[src/design/gretd_pkg.sv]
// Shared types and constants for the GRE tunnel encapsulation/decapsulation unit.
// Used by gretd_hdr_store and gre_tunnel_encap_decap_unit; depends on nothing.
`timescale 1ns / 1ps
`default_nettype none
package gretd_pkg;

  // Header store geometry: bytes held, packed four to a word.
  localparam int HDR_DEPTH     = 60;
  localparam int HDR_WORDS     = HDR_DEPTH / 4;
  localparam int HDR_AW        = $clog2(HDR_WORDS);

  localparam logic [13:0] MAX_LEN_RESET    = 14'd1514;
  localparam logic [14:0] TUNNEL_HDR_BYTES = 15'd24;
  localparam logic [15:0] LEN_ADD          = 16'd24;
  localparam logic [15:0] ETHERTYPE_IPV4   = 16'h0800;
  localparam logic [7:0]  GRE_PROTO_NUM    = 8'd47;
  localparam logic [31:0] GRE_HDR_WORD     = 32'h0000_0800;

  // Frame byte positions.
  localparam logic [3:0] POS_TYPE_HI = 4'd12;
  localparam logic [3:0] POS_TYPE_LO = 4'd13;

  // Offsets inside the held IP header.
  localparam logic [5:0] IP_LEN_HI   = 6'd2;
  localparam logic [5:0] IP_LEN_LO   = 6'd3;
  localparam logic [5:0] IP_PROTO    = 6'd9;
  localparam logic [5:0] IP_CSUM_HI  = 6'd10;
  localparam logic [5:0] IP_CSUM_LO  = 6'd11;
  localparam logic [5:0] IP_MIN_HDR  = 6'd20;
  localparam logic [6:0] IMG_COPY    = 7'd24;

  // Offsets inside the inbound hold (index 0 is frame byte 13).
  localparam logic [5:0] DEC_PROTO    = 6'd10;
  localparam logic [5:0] DEC_FLAGS_HI = 6'd21;
  localparam logic [5:0] DEC_FLAGS_LO = 6'd22;
  localparam logic [5:0] DEC_STRIP    = 6'd24;

  // Status codes reported on the final result of a frame.
  localparam logic [2:0] ST_UNCHANGED = 3'd0;
  localparam logic [2:0] ST_ENCAP     = 3'd1;
  localparam logic [2:0] ST_DECAP     = 3'd2;
  localparam logic [2:0] ST_TOO_LONG  = 3'd3;
  localparam logic [2:0] ST_NOT_GRE   = 3'd4;
  localparam logic [2:0] ST_TRUNC     = 3'd5;

  typedef enum logic [2:0] {
    M_DECIDE     = 3'd0,
    M_PASS       = 3'd1,
    M_TOO_LONG   = 3'd2,
    M_NOT_SIMPLE = 3'd3,
    M_ENC_HOLD   = 3'd4,
    M_ENC_STREAM = 3'd5,
    M_DEC_HOLD   = 3'd6,
    M_DEC_STREAM = 3'd7
  } frame_mode_t;

  typedef enum logic [1:0] {
    SQ_RUN  = 2'd0,
    SQ_READ = 2'd1,
    SQ_EMIT = 2'd2
  } seq_t;

  typedef struct packed {
    logic [7:0]  data_byte;
    logic        last_byte;
    logic        outbound;
    logic [13:0] frame_length;
  } in_req_t;

  typedef struct packed {
    logic [31:0] out_bytes;
    logic [2:0]  out_count;
    logic        out_last;
    logic [2:0]  out_status;
    logic        to_network;
  } out_res_t;

  // Byte write into the header store.
  typedef struct packed {
    logic              en;
    logic [HDR_AW-1:0] addr;
    logic [1:0]        lane;
    logic [7:0]        data;
  } hdr_wr_t;

endpackage
`default_nettype wire

[src/design/gretd_hdr_store.sv]
// Header store: word-wide synchronous memory with byte-lane writes.
// Depends on gretd_pkg for geometry and the write request type.
`timescale 1ns / 1ps
`default_nettype none
module gretd_hdr_store (
  input  wire logic                      clk,
  input  wire gretd_pkg::hdr_wr_t        wr,
  input  wire logic                      rd_en,
  input  wire logic [gretd_pkg::HDR_AW-1:0] rd_addr,
  output logic [31:0]                    rd_data
);

  logic [31:0] mem_r [gretd_pkg::HDR_WORDS];
  logic [31:0] rd_data_r;

  // Lane 0 is the first byte of the word, in bits 31..24.
  always_ff @(posedge clk) begin
    if (wr.en) begin
      unique case (wr.lane)
        2'd0: mem_r[wr.addr][31:24] <= wr.data;
        2'd1: mem_r[wr.addr][23:16] <= wr.data;
        2'd2: mem_r[wr.addr][15:8]  <= wr.data;
        2'd3: mem_r[wr.addr][7:0]   <= wr.data;
        default: ;
      endcase
    end
  end

  // Registered read; data holds until the next read.
  always_ff @(posedge clk) begin
    if (rd_en) begin
      rd_data_r <= mem_r[rd_addr];
    end
  end

  assign rd_data = rd_data_r;

endmodule
`default_nettype wire

[src/design/gre_tunnel_encap_decap_unit.sv]
// Top level of the GRE tunnel encapsulation/decapsulation unit.
// Depends on gretd_pkg and gretd_hdr_store.
//
//  Channel   Ports                               Direction  Carries
//  input     in_valid / in_ready / in_req        in         one frame byte per request
//  result    out_valid / out_ready / out_res     out        up to four bytes per request
//  config    cfg_wr_en / cfg_wr_data             in         max_frame_length, no wait
//
// A pass-through byte leaves through the output register. A header flush sends
// each word from the header store by a memory read, then an output load;
// encapsulation emits 11 to 21 words. No request is accepted during a flush.
// A stalled output holds its word and stops the flush. Reset is synchronous, active low.
`timescale 1ns / 1ps
`default_nettype none
module gre_tunnel_encap_decap_unit (
  input  wire logic               clk,
  input  wire logic               rst_n,
  input  wire logic               in_valid,
  output logic                    in_ready,
  input  wire gretd_pkg::in_req_t in_req,
  output logic                    out_valid,
  input  wire logic               out_ready,
  output gretd_pkg::out_res_t     out_res,
  input  wire logic               cfg_wr_en,
  input  wire logic [13:0]        cfg_wr_data
);

  // Frame state.
  gretd_pkg::frame_mode_t mode_r, mode_nxt;
  logic [3:0]  pos_r, pos_nxt;
  logic [7:0]  type_hi_r, type_hi_nxt;
  logic [5:0]  held_r, held_nxt;
  logic [5:0]  need_r, need_nxt;
  logic [5:0]  ihl4_r, ihl4_nxt;
  logic [21:0] csum_r, csum_nxt;
  logic [7:0]  len_hi_r, len_hi_nxt;
  logic [15:0] len_r, len_nxt;
  logic [7:0]  byte13_r, byte13_nxt;
  logic        nz34_r, nz34_nxt;
  logic [13:0] max_len_r;

  // Flush sequencer.
  gretd_pkg::seq_t seq_r, seq_nxt;
  logic [4:0]  fl_k_r, fl_k_nxt;
  logic [4:0]  fl_words_r, fl_words_nxt;
  logic [5:0]  fl_bytes_r, fl_bytes_nxt;
  logic        fl_enc_r, fl_enc_nxt;
  logic        fl_last_r, fl_last_nxt;
  logic [2:0]  fl_status_r, fl_status_nxt;
  logic        fl_outb_r, fl_outb_nxt;

  // Output register.
  logic                 out_valid_r, out_valid_nxt;
  gretd_pkg::out_res_t  out_r, out_nxt;

  // Memory interface.
  gretd_pkg::hdr_wr_t           mem_wr;
  logic                         mem_rd_en;
  logic [gretd_pkg::HDR_AW-1:0] mem_rd_addr;
  logic [31:0]                  mem_rd_data;

  logic        in_fire;
  logic        out_free;
  logic [15:0] ck;

  gretd_hdr_store u_hdr_store (
    .clk     (clk),
    .wr      (mem_wr),
    .rd_en   (mem_rd_en),
    .rd_addr (mem_rd_addr),
    .rd_data (mem_rd_data)
  );

  assign out_free  = !out_valid_r || out_ready;
  assign in_ready  = (seq_r == gretd_pkg::SQ_RUN) && out_free;
  assign in_fire   = in_valid && in_ready;
  assign out_valid = out_valid_r;
  assign out_res   = out_r;

  // Fold the running sum with end-around carry and complement it.
  always_comb begin
    logic [16:0] s1;
    logic [15:0] s2;
    s1 = {1'b0, csum_r[15:0]} + {11'b0, csum_r[21:16]};
    s2 = s1[15:0] + {15'b0, s1[16]};
    ck = ~s2;
  end

  // Request handling, hold bookkeeping and flush sequencing.
  always_comb begin
    logic [7:0]  b;
    logic        last;
    logic        emit;
    logic [7:0]  emit_byte;
    logic [2:0]  status;
    logic        start_fl;
    logic        fl_enc;
    logic [5:0]  fl_cnt;
    logic [5:0]  j;
    logic [5:0]  ihl_new;
    logic [5:0]  need_new;
    logic [5:0]  ihl_eff;
    logic [5:0]  need_eff;
    logic [15:0] shifted;
    logic [15:0] c1;
    logic [15:0] len_calc;
    logic        c1_en;
    logic        c2_en;
    logic [4:0]  raddr;
    logic        fin;
    logic [5:0]  rem;
    logic [2:0]  cnt;
    logic [31:0] word;

    mode_nxt      = mode_r;
    pos_nxt       = pos_r;
    type_hi_nxt   = type_hi_r;
    held_nxt      = held_r;
    need_nxt      = need_r;
    ihl4_nxt      = ihl4_r;
    csum_nxt      = csum_r;
    len_hi_nxt    = len_hi_r;
    len_nxt       = len_r;
    byte13_nxt    = byte13_r;
    nz34_nxt      = nz34_r;
    seq_nxt       = seq_r;
    fl_k_nxt      = fl_k_r;
    fl_words_nxt  = fl_words_r;
    fl_bytes_nxt  = fl_bytes_r;
    fl_enc_nxt    = fl_enc_r;
    fl_last_nxt   = fl_last_r;
    fl_status_nxt = fl_status_r;
    fl_outb_nxt   = fl_outb_r;
    out_valid_nxt = out_valid_r && !out_ready;
    out_nxt       = out_r;
    mem_wr        = '0;
    mem_rd_en     = 1'b0;
    mem_rd_addr   = '0;

    b         = in_req.data_byte;
    last      = in_req.last_byte;
    emit      = 1'b0;
    emit_byte = b;
    status    = gretd_pkg::ST_UNCHANGED;
    start_fl  = 1'b0;
    fl_enc    = 1'b0;
    fl_cnt    = '0;
    j         = held_r;
    ihl_new   = {b[3:0], 2'b00};
    need_new  = (ihl_new < gretd_pkg::IP_MIN_HDR) ? gretd_pkg::IP_MIN_HDR : ihl_new;
    ihl_eff   = (j == 6'd0) ? ihl_new : ihl4_r;
    need_eff  = (j == 6'd0) ? need_new : need_r;
    shifted   = j[0] ? {8'h00, b} : {b, 8'h00};
    len_calc  = {len_hi_r, b} + gretd_pkg::LEN_ADD;
    c1        = shifted;
    c1_en     = 1'b0;
    c2_en     = 1'b0;
    raddr     = '0;
    fin       = 1'b0;
    rem       = '0;
    cnt       = '0;
    word      = '0;

    if (in_fire) begin
      unique case (mode_r)
        gretd_pkg::M_DECIDE: begin
          if (pos_r < gretd_pkg::POS_TYPE_LO) begin
            if (pos_r == gretd_pkg::POS_TYPE_HI) begin
              type_hi_nxt = b;
            end
            emit   = 1'b1;
            status = gretd_pkg::ST_TRUNC;
          end else if ({type_hi_r, b} != gretd_pkg::ETHERTYPE_IPV4) begin
            emit     = 1'b1;
            mode_nxt = gretd_pkg::M_PASS;
            status   = gretd_pkg::ST_UNCHANGED;
          end else if (in_req.outbound) begin
            emit = 1'b1;
            if (({1'b0, in_req.frame_length} + gretd_pkg::TUNNEL_HDR_BYTES)
                <= {1'b0, max_len_r}) begin
              mode_nxt = gretd_pkg::M_ENC_HOLD;
              held_nxt = '0;
              need_nxt = '0;
              csum_nxt = '0;
              status   = gretd_pkg::ST_TRUNC;
            end else begin
              mode_nxt = gretd_pkg::M_TOO_LONG;
              status   = gretd_pkg::ST_TOO_LONG;
            end
          end else begin
            // Inbound IPv4: hold from the low ethertype byte on.
            mode_nxt     = gretd_pkg::M_DEC_HOLD;
            mem_wr.en    = 1'b1;
            mem_wr.addr  = '0;
            mem_wr.lane  = 2'd0;
            mem_wr.data  = b;
            byte13_nxt   = b;
            held_nxt     = 6'd1;
            nz34_nxt     = 1'b0;
            status       = gretd_pkg::ST_TRUNC;
            if (last) begin
              start_fl = 1'b1;
              fl_cnt   = 6'd1;
            end
          end
        end
        gretd_pkg::M_ENC_HOLD: begin
          if (j == 6'd0) begin
            ihl4_nxt = ihl_new;
            need_nxt = need_new;
          end
          if (j == gretd_pkg::IP_LEN_HI) begin
            len_hi_nxt = b;
          end
          if (j == gretd_pkg::IP_LEN_LO) begin
            len_nxt = len_calc;
          end
          mem_wr.en   = 1'b1;
          mem_wr.addr = j[gretd_pkg::HDR_AW+1:2];
          mem_wr.lane = j[1:0];
          mem_wr.data = b;
          held_nxt    = j + 6'd1;
          // Checksum image: modified header in the first 24 bytes, then a copy.
          priority if (j == gretd_pkg::IP_LEN_HI) begin
            c1 = '0;
          end else if (j == gretd_pkg::IP_LEN_LO) begin
            c1 = len_calc;
          end else if (j == gretd_pkg::IP_PROTO) begin
            c1 = {8'h00, gretd_pkg::GRE_PROTO_NUM};
          end else if (j == gretd_pkg::IP_CSUM_HI || j == gretd_pkg::IP_CSUM_LO) begin
            c1 = '0;
          end else begin
            c1 = shifted;
          end
          c1_en    = ({1'b0, j} < gretd_pkg::IMG_COPY) && (j < ihl_eff);
          c2_en    = ({1'b0, j} + gretd_pkg::IMG_COPY) < {1'b0, ihl_eff};
          csum_nxt = csum_r + (c1_en ? {6'b0, c1} : 22'd0)
                            + (c2_en ? {6'b0, shifted} : 22'd0);
          if ({1'b0, j} + 7'd1 >= {1'b0, need_eff}) begin
            start_fl = 1'b1;
            fl_enc   = 1'b1;
            fl_cnt   = need_eff;
            mode_nxt = gretd_pkg::M_ENC_STREAM;
            status   = gretd_pkg::ST_ENCAP;
          end else if (last) begin
            start_fl = 1'b1;
            fl_cnt   = j + 6'd1;
            status   = gretd_pkg::ST_TRUNC;
          end
        end
        gretd_pkg::M_DEC_HOLD: begin
          if (held_r >= gretd_pkg::DEC_STRIP) begin
            emit      = 1'b1;
            emit_byte = byte13_r;
            mode_nxt  = gretd_pkg::M_DEC_STREAM;
            status    = gretd_pkg::ST_DECAP;
          end else begin
            mem_wr.en   = 1'b1;
            mem_wr.addr = j[gretd_pkg::HDR_AW+1:2];
            mem_wr.lane = j[1:0];
            mem_wr.data = b;
            held_nxt    = j + 6'd1;
            if (j == gretd_pkg::DEC_FLAGS_HI) begin
              nz34_nxt = (b != 8'h00);
            end
            if (j == gretd_pkg::DEC_PROTO && b != gretd_pkg::GRE_PROTO_NUM) begin
              start_fl = 1'b1;
              fl_cnt   = j + 6'd1;
              mode_nxt = gretd_pkg::M_PASS;
              status   = gretd_pkg::ST_UNCHANGED;
            end else if (j == gretd_pkg::DEC_FLAGS_LO && (nz34_r || b != 8'h00)) begin
              start_fl = 1'b1;
              fl_cnt   = j + 6'd1;
              mode_nxt = gretd_pkg::M_NOT_SIMPLE;
              status   = gretd_pkg::ST_NOT_GRE;
            end else if (last) begin
              start_fl = 1'b1;
              fl_cnt   = j + 6'd1;
              status   = gretd_pkg::ST_TRUNC;
            end
          end
        end
        gretd_pkg::M_TOO_LONG: begin
          emit   = 1'b1;
          status = gretd_pkg::ST_TOO_LONG;
        end
        gretd_pkg::M_NOT_SIMPLE: begin
          emit   = 1'b1;
          status = gretd_pkg::ST_NOT_GRE;
        end
        gretd_pkg::M_ENC_STREAM: begin
          emit   = 1'b1;
          status = gretd_pkg::ST_ENCAP;
        end
        gretd_pkg::M_DEC_STREAM: begin
          emit   = 1'b1;
          status = gretd_pkg::ST_DECAP;
        end
        default: begin
          emit   = 1'b1;
          status = gretd_pkg::ST_UNCHANGED;
        end
      endcase

      pos_nxt = (pos_r < gretd_pkg::POS_TYPE_LO) ? pos_r + 4'd1 : pos_r;
      if (last) begin
        pos_nxt  = '0;
        mode_nxt = gretd_pkg::M_DECIDE;
        held_nxt = '0;
        need_nxt = '0;
      end

      // Single byte straight to the output register.
      if (emit) begin
        out_valid_nxt      = 1'b1;
        out_nxt.out_bytes  = {emit_byte, 24'h000000};
        out_nxt.out_count  = 3'd1;
        out_nxt.out_last   = last;
        out_nxt.out_status = last ? status : gretd_pkg::ST_UNCHANGED;
        out_nxt.to_network = in_req.outbound;
      end

      // Capture the flush context.
      if (start_fl) begin
        seq_nxt       = gretd_pkg::SQ_READ;
        fl_k_nxt      = '0;
        fl_enc_nxt    = fl_enc;
        fl_bytes_nxt  = fl_cnt;
        fl_words_nxt  = fl_enc ? 5'd6 + {1'b0, fl_cnt[5:2]}
                               : 5'(({1'b0, fl_cnt} + 7'd3) >> 2);
        fl_last_nxt   = last;
        fl_status_nxt = status;
        fl_outb_nxt   = in_req.outbound;
      end
    end

    // Flush: read one stored word, then load it into the output register.
    unique case (seq_r)
      gretd_pkg::SQ_RUN: begin
      end
      gretd_pkg::SQ_READ: begin
        raddr       = (fl_enc_r && fl_k_r >= 5'd6) ? fl_k_r - 5'd6 : fl_k_r;
        mem_rd_en   = 1'b1;
        mem_rd_addr = raddr[gretd_pkg::HDR_AW-1:0];
        seq_nxt     = gretd_pkg::SQ_EMIT;
      end
      gretd_pkg::SQ_EMIT: begin
        if (out_free) begin
          fin = (fl_k_r == fl_words_r - 5'd1);
          if (fl_enc_r) begin
            cnt = 3'd4;
            priority if (fl_k_r == 5'd0) begin
              word = {mem_rd_data[31:16], len_r};
            end else if (fl_k_r == 5'd2) begin
              word = {mem_rd_data[31:24], gretd_pkg::GRE_PROTO_NUM, ck};
            end else if (fl_k_r == 5'd5) begin
              word = gretd_pkg::GRE_HDR_WORD;
            end else begin
              word = mem_rd_data;
            end
          end else begin
            rem  = fl_bytes_r - {fl_k_r[3:0], 2'b00};
            cnt  = (rem >= 6'd4) ? 3'd4 : rem[2:0];
            word = mem_rd_data;
            for (int l = 0; l < 4; l++) begin
              if (3'(l) >= cnt) begin
                word[31 - 8*l -: 8] = 8'h00;
              end
            end
          end
          out_valid_nxt      = 1'b1;
          out_nxt.out_bytes  = word;
          out_nxt.out_count  = cnt;
          out_nxt.out_last   = fl_last_r && fin;
          out_nxt.out_status = (fl_last_r && fin) ? fl_status_r : gretd_pkg::ST_UNCHANGED;
          out_nxt.to_network = fl_outb_r;
          if (fin) begin
            seq_nxt = gretd_pkg::SQ_RUN;
          end else begin
            fl_k_nxt = fl_k_r + 5'd1;
            seq_nxt  = gretd_pkg::SQ_READ;
          end
        end
      end
      default: seq_nxt = gretd_pkg::SQ_RUN;
    endcase
  end

  // Control registers.
  always_ff @(posedge clk) begin
    if (!rst_n) begin
      mode_r      <= gretd_pkg::M_DECIDE;
      pos_r       <= '0;
      held_r      <= '0;
      need_r      <= '0;
      seq_r       <= gretd_pkg::SQ_RUN;
      out_valid_r <= 1'b0;
      max_len_r   <= gretd_pkg::MAX_LEN_RESET;
    end else begin
      mode_r      <= mode_nxt;
      pos_r       <= pos_nxt;
      held_r      <= held_nxt;
      need_r      <= need_nxt;
      seq_r       <= seq_nxt;
      out_valid_r <= out_valid_nxt;
      if (cfg_wr_en) begin
        max_len_r <= cfg_wr_data;
      end
    end
  end

  // Payload registers.
  always_ff @(posedge clk) begin
    type_hi_r   <= type_hi_nxt;
    ihl4_r      <= ihl4_nxt;
    csum_r      <= csum_nxt;
    len_hi_r    <= len_hi_nxt;
    len_r       <= len_nxt;
    byte13_r    <= byte13_nxt;
    nz34_r      <= nz34_nxt;
    fl_k_r      <= fl_k_nxt;
    fl_words_r  <= fl_words_nxt;
    fl_bytes_r  <= fl_bytes_nxt;
    fl_enc_r    <= fl_enc_nxt;
    fl_last_r   <= fl_last_nxt;
    fl_status_r <= fl_status_nxt;
    fl_outb_r   <= fl_outb_nxt;
    out_r       <= out_nxt;
  end

endmodule
`default_nettype wire

[config.mk]
export PLATFORM = sky130hd
export DESIGN_NAME = gre_tunnel_encap_decap_unit
export DESIGN_NICKNAME = d
export VERILOG_FILES = /design/src/design/gretd_pkg.sv /design/src/design/gretd_hdr_store.sv /design/src/design/gre_tunnel_encap_decap_unit.sv
export SDC_FILE = /design/constraint.sdc
export NUM_CORES = 1
export LEC_CHECK = 0
export ABC_AREA = 0
export BUFFER_PORTS_ARGS = -buffer_cell sky130_fd_sc_hd__buf_2
export CAP_MARGIN = 15
export CORE_UTILIZATION = 57
export DETAILED_ROUTE_END_ITERATION = 16
export PLACE_DENSITY_LB_ADDON = 0.3
export SYNTH_ARGS = -nofsm -noshare
export SYNTH_HDL_FRONTEND = slang
export SYNTH_SLANG_ARGS = --single-unit
[constraint.sdc]
create_clock -name clk -period 14.3 [get_ports clk]
set_input_delay 2.145 -clock clk [delete_from_list [all_inputs] [get_ports clk]]
set_output_delay 2.145 -clock clk [all_outputs]
set_load 0.01 [all_outputs]
-- Word level (Yosys, flattened, before mapping)
Memory sizes are Yosys's and may differ from the RTL's. A register that Yosys moved wholly into a read port is not among the register bits.
Cells that the tools add are included.
- register bits after elaboration: 167
- memory bits (writable): 480
- input port bits: 43
- output and inout port bits: 42
- memories kept: 1
- add/sub/neg operators: 16
- $lt $le $gt $ge: 14
- eq/ne operators: 39
- mux-type cells: 141
- bitwise logic cells: 4
- reductions and logical operators: 36
- memories (name ; words ; width ; rd ports ; clocked after memory_dff ; write ports ; line ; source):
    u_hdr_store.mem_r ; 15 ; 32 ; 1 ; 1 ; 1 ; gretd_hdr_store.sv:13 ; logic [31:0] mem_r [gretd_pkg::HDR_WORDS];
- operators with widths (cell ; count):
    40-bit two-way mux ; 4
    16-bit two-way mux ; 9
    32-bit two-way mux ; 4
    6-bit two-way mux ; 19
    22-bit two-way mux ; 4
    15-bit two-way mux ; 5
    3-bit two-way mux ; 22
    8-bit two-way mux ; 6
    15-bit one-hot mux with 3 select lines ; 1
    22-bit by 16-bit adder with 22-bit output ; 2
    1-bit two-way mux ; 44
    22-bit one-hot mux with 2 select lines ; 1
    6-bit one-hot mux with 3 select lines ; 2
    5-bit two-way mux ; 6
    3-bit one-hot mux with 7 select lines ; 1
    6-bit by 4-bit == test with 1-bit output, second input constant ; 3
    3-bit inequality test, second input constant ; 6
    6-bit AND reduction ; 3
    16-bit by 6-bit adder with 17-bit output ; 1
    16-bit by 1-bit adder with 16-bit output ; 1
    16-bit by 5-bit adder with 16-bit output, second input constant ; 1
    4-bit two-way mux ; 4
    16-bit by 12-bit inequality test with 1-bit output, second input constant ; 1
    16-bit inverter ; 1
    other kinds (59) ; 99

-- Longest topological paths before layout
- word-level depth: 13
- depth in mapped cells: 25

-- By module
Synthesis repeated with hierarchy kept, for this count alone.
- cell total of the unflattened synthesis: 2234
- area total of the unflattened synthesis: 30848.3 um2
- modules (own cells, without submodules) (module ; instances ; cells an instance ; area each (um2) ; sequential area each (um2)):
    gretd_hdr_store ; 1 ; 957 ; 19476.2 ; 15374.7
    gre_tunnel_encap_decap_unit ; 1 ; 1277 ; 11372.2 ; 4204.0

-- Worst setup path after synthesis
No wires, ideal clock.
- kind: input to register
- start: input port in_req[16] (netlist bit)
- end: register csum_r[17] (data pin)
- library setup time: 0.266 ns
- data arrival time: 6.519 ns
- data required time: 14.034 ns
- setup slack: 7.515 ns
- stages on the path: 19
- path buffers: 1
- cell sequence: buf_6 mux2i_1 ha_1 a221oi_1 o22ai_1 a211o_1 nor2_1 and2_1 fa_1 ha_1 fa_1 a211oi_1 o21ai_0 a2111o_1 a31oi_1 o21bai_1 a31oi_1 xor2_1 nor2_1
- cells in the longest elaborated chain, start to end: 11
- RTL lines (item ; line ; source):
    start: declaration ; gre_tunnel_encap_decap_unit.sv:20 ; input wire gretd_pkg::in_req_t in_req,
    branches (longest 9 deep; another with 22-bit by 16-bit adder with 22-bit output) ; -- ;
    22-bit by 16-bit adder with 22-bit output * ; gre_tunnel_encap_decap_unit.sv:238 ; + (c2_en ? {6'b0, shifted} : 22'd0);
    22-bit one-hot mux with 2 select lines * ; gre_tunnel_encap_decap_unit.sv:165 ; unique case (mode_r)
    end signal: assignment ; gre_tunnel_encap_decap_unit.sv:416 ; csum_r <= csum_nxt;
    end: declaration ; gre_tunnel_encap_decap_unit.sv:35 ; logic [21:0] csum_r, csum_nxt;
Mark *: on every way between the ends. The select of a mux whose other input is x is not followed.
A chain may end at the register's enable or synchronous reset.

-- Worst setup path in the final report
- start: register held_r[2]
- end: register csum_r[21] (data pin)
- cells in the longest elaborated chain, start to end: 12
- RTL lines (item ; line ; source):
    start: declaration ; gre_tunnel_encap_decap_unit.sv:32 ; logic [5:0] held_r, held_nxt;
    start signal: assignment ; gre_tunnel_encap_decap_unit.sv:402 ; held_r <= held_nxt;
    6-bit by 4-bit == test with 1-bit output ; gre_tunnel_encap_decap_unit.sv:230 ; end else if (j == gretd_pkg::IP_CSUM_HI || j == gretd_pkg::IP_CSUM_LO) begin
    1-bit logical OR ; gre_tunnel_encap_decap_unit.sv:230 ;
    16-bit two-way mux ; gre_tunnel_encap_decap_unit.sv:230 ;
    16-bit two-way mux ; gre_tunnel_encap_decap_unit.sv:228 ; end else if (j == gretd_pkg::IP_PROTO) begin
    16-bit two-way mux ; gre_tunnel_encap_decap_unit.sv:226 ; end else if (j == gretd_pkg::IP_LEN_LO) begin
    16-bit two-way mux ; gre_tunnel_encap_decap_unit.sv:224 ; priority if (j == gretd_pkg::IP_LEN_HI) begin
    16-bit two-way mux ; gre_tunnel_encap_decap_unit.sv:165 ;
    16-bit two-way mux ; gre_tunnel_encap_decap_unit.sv:164 ; if (in_fire) begin
    16-bit two-way mux ; gre_tunnel_encap_decap_unit.sv:237 ; csum_nxt = csum_r + (c1_en ? {6'b0, c1} : 22'd0)
    22-bit by 16-bit adder with 22-bit output ; gre_tunnel_encap_decap_unit.sv:237 ;
    22-bit by 16-bit adder with 22-bit output * ; gre_tunnel_encap_decap_unit.sv:238 ;
    22-bit one-hot mux with 2 select lines * ; gre_tunnel_encap_decap_unit.sv:165 ;
Every way passes the cells marked *; elsewhere a longest branch is shown, timed or not. The select of a mux whose other input is x is not followed.

==> impl_metrics.tcl <==
set metrics [dict create \
    outcome "finished clean" \
    hold_viol 0 \
    pre_cts_ws_ns 6.77 \
    rows 85 \
    antenna_cells 0 \
    maxCapViolations 0 \
    netlist_area_mm2 0.0310 \
    placedInstanceArea_mm2 0.0321 \
    cts.clk_slew.worst_paths_ns 0.06 \
    numCtsBuffers 71 \
    cts_tree "built" \
    worst_ep_arrival_time_ns 7.64 \
    fin_crit_sh 0.510 \
    synth_edf_count 598 \
    yosysUniqueCellTypes 82 \
    drcViolationCount 0 \
    p_per_area_mw_per_mm2 117 \
    total_power_mw 4.02 \
    ys_seq_area_frac 0.632 \
    portBuffers 84 \
    maxSlewHeadroom 0.180 \
    initial_core_util 0.577 \
    cts_setup_buffers 0 \
    power_leakage_nw 12.6 \
    finalSetupTns_ns 0 \
    via_per_inst 6.33 \
    hold_depth 2 \
    track_usage 0.274 \
    pwr-share-comb 0.029 \
    cp_max_fo 19 \
    yosys_warnings 0 \
    wl_per_cell_um 24.4 \
    fin_crit_ns 7.29 \
    clk_path_buf_depth 3 \
    fp.dieH_um 235 \
    rsz0062_at_grt "false" \
    hp-class "register to register" \
    worst_slew_pin_slew_ns 1.23 \
    fin_skew_ns 0.0281 \
    async_reset_ff_frac 0 \
    drt-initial-drc-count 1969 \
    design.die.area_mm2 0.0553 \
    worstSetupPathType "register to register" \
    clock_latency_ns 0.62 \
    cp-end-kind "register" \
    ant_nets 0 \
    grt_pass1_wl_um 114000 \
    grt_pass1_vias 19275 \
    avgSynthCellArea_um2 13.8 \
    grt_overflow 0 \
    dp_hpwl_um 48500 \
    drt_first_pass_iters 6 \
    synthFlopType "edfxtp_1" \
    dp_cells 2934 \
    fmaxAchievable_mhz 137 \
    synth-seq-cells 679 \
    p_int_mw 3.18 \
    synth_cells 2246 \
    die_w_um 235 \
    grt_max_degree 161 \
    grt_antenna_before_repair 1 \
    area_delta_synth_final_pct 10.8 \
    num-fill-cells 3840 \
    syn-num-nets 2378 \
    core_area_mm2 0.0537 \
    cts_hold_buffers 0 \
    root_buffer "clkbuf_16" \
    fin_cells 3067 \
    fin_area_mm2 0.0343 \
    wl_um 74800 \
    switchingPower_mw 0.840 \
    ctsResizeCount 0 \
    irDropWorstVdd_mv 0.112 \
    nets 2445 \
    cts_sinks 679 \
    drive_gt1_frac 0.144 \
    required_ns 14.65 \
    h-tree-depth 3 \
    startpoint_type "register" \
    setup_ws_ns 7.01 \
    worstRegToRegCells 19 \
    finalSetupViolCount 0 \
    power.share.clock 0.438 \
    io_pins 85 \
    place_congestion 0.911 \
    p_seq_frac 0.533 \
    maxSlewViolCount 0 \
    dr_total_vias 19422 \
    power.share.switching 0.209 \
]
-- power groups by stage --
stage | logic [mW] | clock network [mW] | registers (mW)
6_report | 0.117 | 1.76 | 2.14
2_1_floorplan | 0.0776 | 0 | 2.18
4_1_cts | 0.116 | 1.78 | 2.14
3_3_place_gp | 0.112 | 0 | 2.18
5_1_grt | 0.128 | 1.86 | 2.14
3_5_place_dp | 0.115 | 0 | 2.18
-- sequential cells by signal, indices dropped and copies added, names as in the netlist, 5 cells and up --
| signal | cells |
|---|---|
| type_hi_r | 8 |
| held_r | 6 |
| csum_r | 22 |
| fl_bytes_r | 6 |
| fl_k_r | 5 |
| ihl4_r | 6 |
| len_hi_r | 8 |
| len_r | 16 |
| fl_words_r | 5 |
| u_hdr_store.mem_r | 480 |
| u_hdr_store.rd_data | 32 |
| byte13_r | 8 |
| max_len_r | 14 |
| need_r | 6 |
| out_res | 40 |
-- per-layer routing --
| layer | GRT usage | share of wire | vias up |
|---|---|---|---|
| li1 | - | - | 8755 |
| met1 | 0.383 | 0.41 | 9699 |
| met2 | 0.438 | 0.48 | 827 |
| met3 | 0.0510 | 0.084 | 141 |
| met4 | 0.0925 | 0.029 | 0 |
| met5 | 0 | 0 | - |
-- layout by cell type, fill, tap and decap left out, drive strengths merged, types with 7 or more instances in the layout --
master and instances:
a31oi 15, nand2 163, a22o 13, nor2 172, a22oi 18, mux2i 62, edfxtp 598, nand3 58
dfxtp 81, nand2b 9, nand3b 9, or4 7, inv 69, nor2b 58, xor2 31, and3 20
a211oi 46, ha 70, clkinv 35, a21oi 92, and2 21, buf 113, o21a 13, a211o 11
xnor2 44, mux4 96, o22ai 9, o211ai 55, nor3 36, or2 7, o21ai 113, fa 19
a21o 10, nand4 16, clkbuf 91
-- per-stage QoR --
stage,utilization,hold slack (ns)
3_3_place_gp,0.597,0.448
2_1_floorplan,-,0.436
5_1_grt,0.639,0.479
4_1_cts,0.639,0.459
6_report,0.639,0.464
3_5_place_dp,0.597,0.446
-- layout make-up --
| cell class | instances | area [um2] | share of cell area |
|---|---|---|---|
| timing repair buffer | 113 | 662 | 0.0193 |
| inverter | 68 | 255 | 0.00744 |
| clock inverter | 40 | 294 | 0.00857 |
| multi-input combinational | 1380 | 10700 | 0.312 |
| sequential | 679 | 19600 | 0.570 |
| clock buffer | 91 | 1940 | 0.0564 |
| tap | 696 | 871 | 0.0254 |
-- critical path: stages, from the launching register on --
cell and delay (ns):
dfxtp_1 0.53, nor4_1 0.78, nand2_1 0.61, mux2i_1 0.40, ha_1 0.30, a221oi_1 0.28
o22ai_1 0.12, a2111o_1 0.65, nor2_1 0.23, fa_1 0.43, ha_1 0.24, fa_1 0.43
a211oi_1 0.31, o21ai_0 0.19, a2111o_1 0.40, a31oi_1 0.35, o21bai_1 0.16, a31oi_1 0.36
or3_1 0.17, a21oi_1 0.06
-- path summary, 6_finish.rpt --
check	to	start	slack, ns
hold reg to reg	need_r[2]	need_r[2]	0.46
setup / recovery	csum_r[21]	held_r[2]	7.01
setup reg to reg	csum_r[21]	held_r[2]	7.01
hold / removal	need_r[2]	need_r[2]	0.46
-- synth_stat cells (58+ instances only) --
cell	n	share of area
ha_1	70	0.028
clkbuf_1	67	0.0081
nor2b_1	58	0.012
nor2_1	170	0.021
dfxtp_1	81	0.052
nand3_1	58	0.0094
mux4_2	96	0.070
edfxtp_1	598	0.58
o21ai_0	112	0.018
a21oi_1	92	0.015
mux2i_1	62	0.020
inv_1	68	0.0082
nand2_1	163	0.020
-- cell families after synthesis --
logic type / synth area share
buffers and inverters: 0.0245
AND/OR/NAND/NOR: 0.0943
XOR/XNOR: 0.0212
AO/OA/AOI/OAI: 0.0969
adder cells (fa/ha/maj): 0.0406
flip-flops: 0.632
multiplexers: 0.0902
Power figures use the tool's default switching activity.
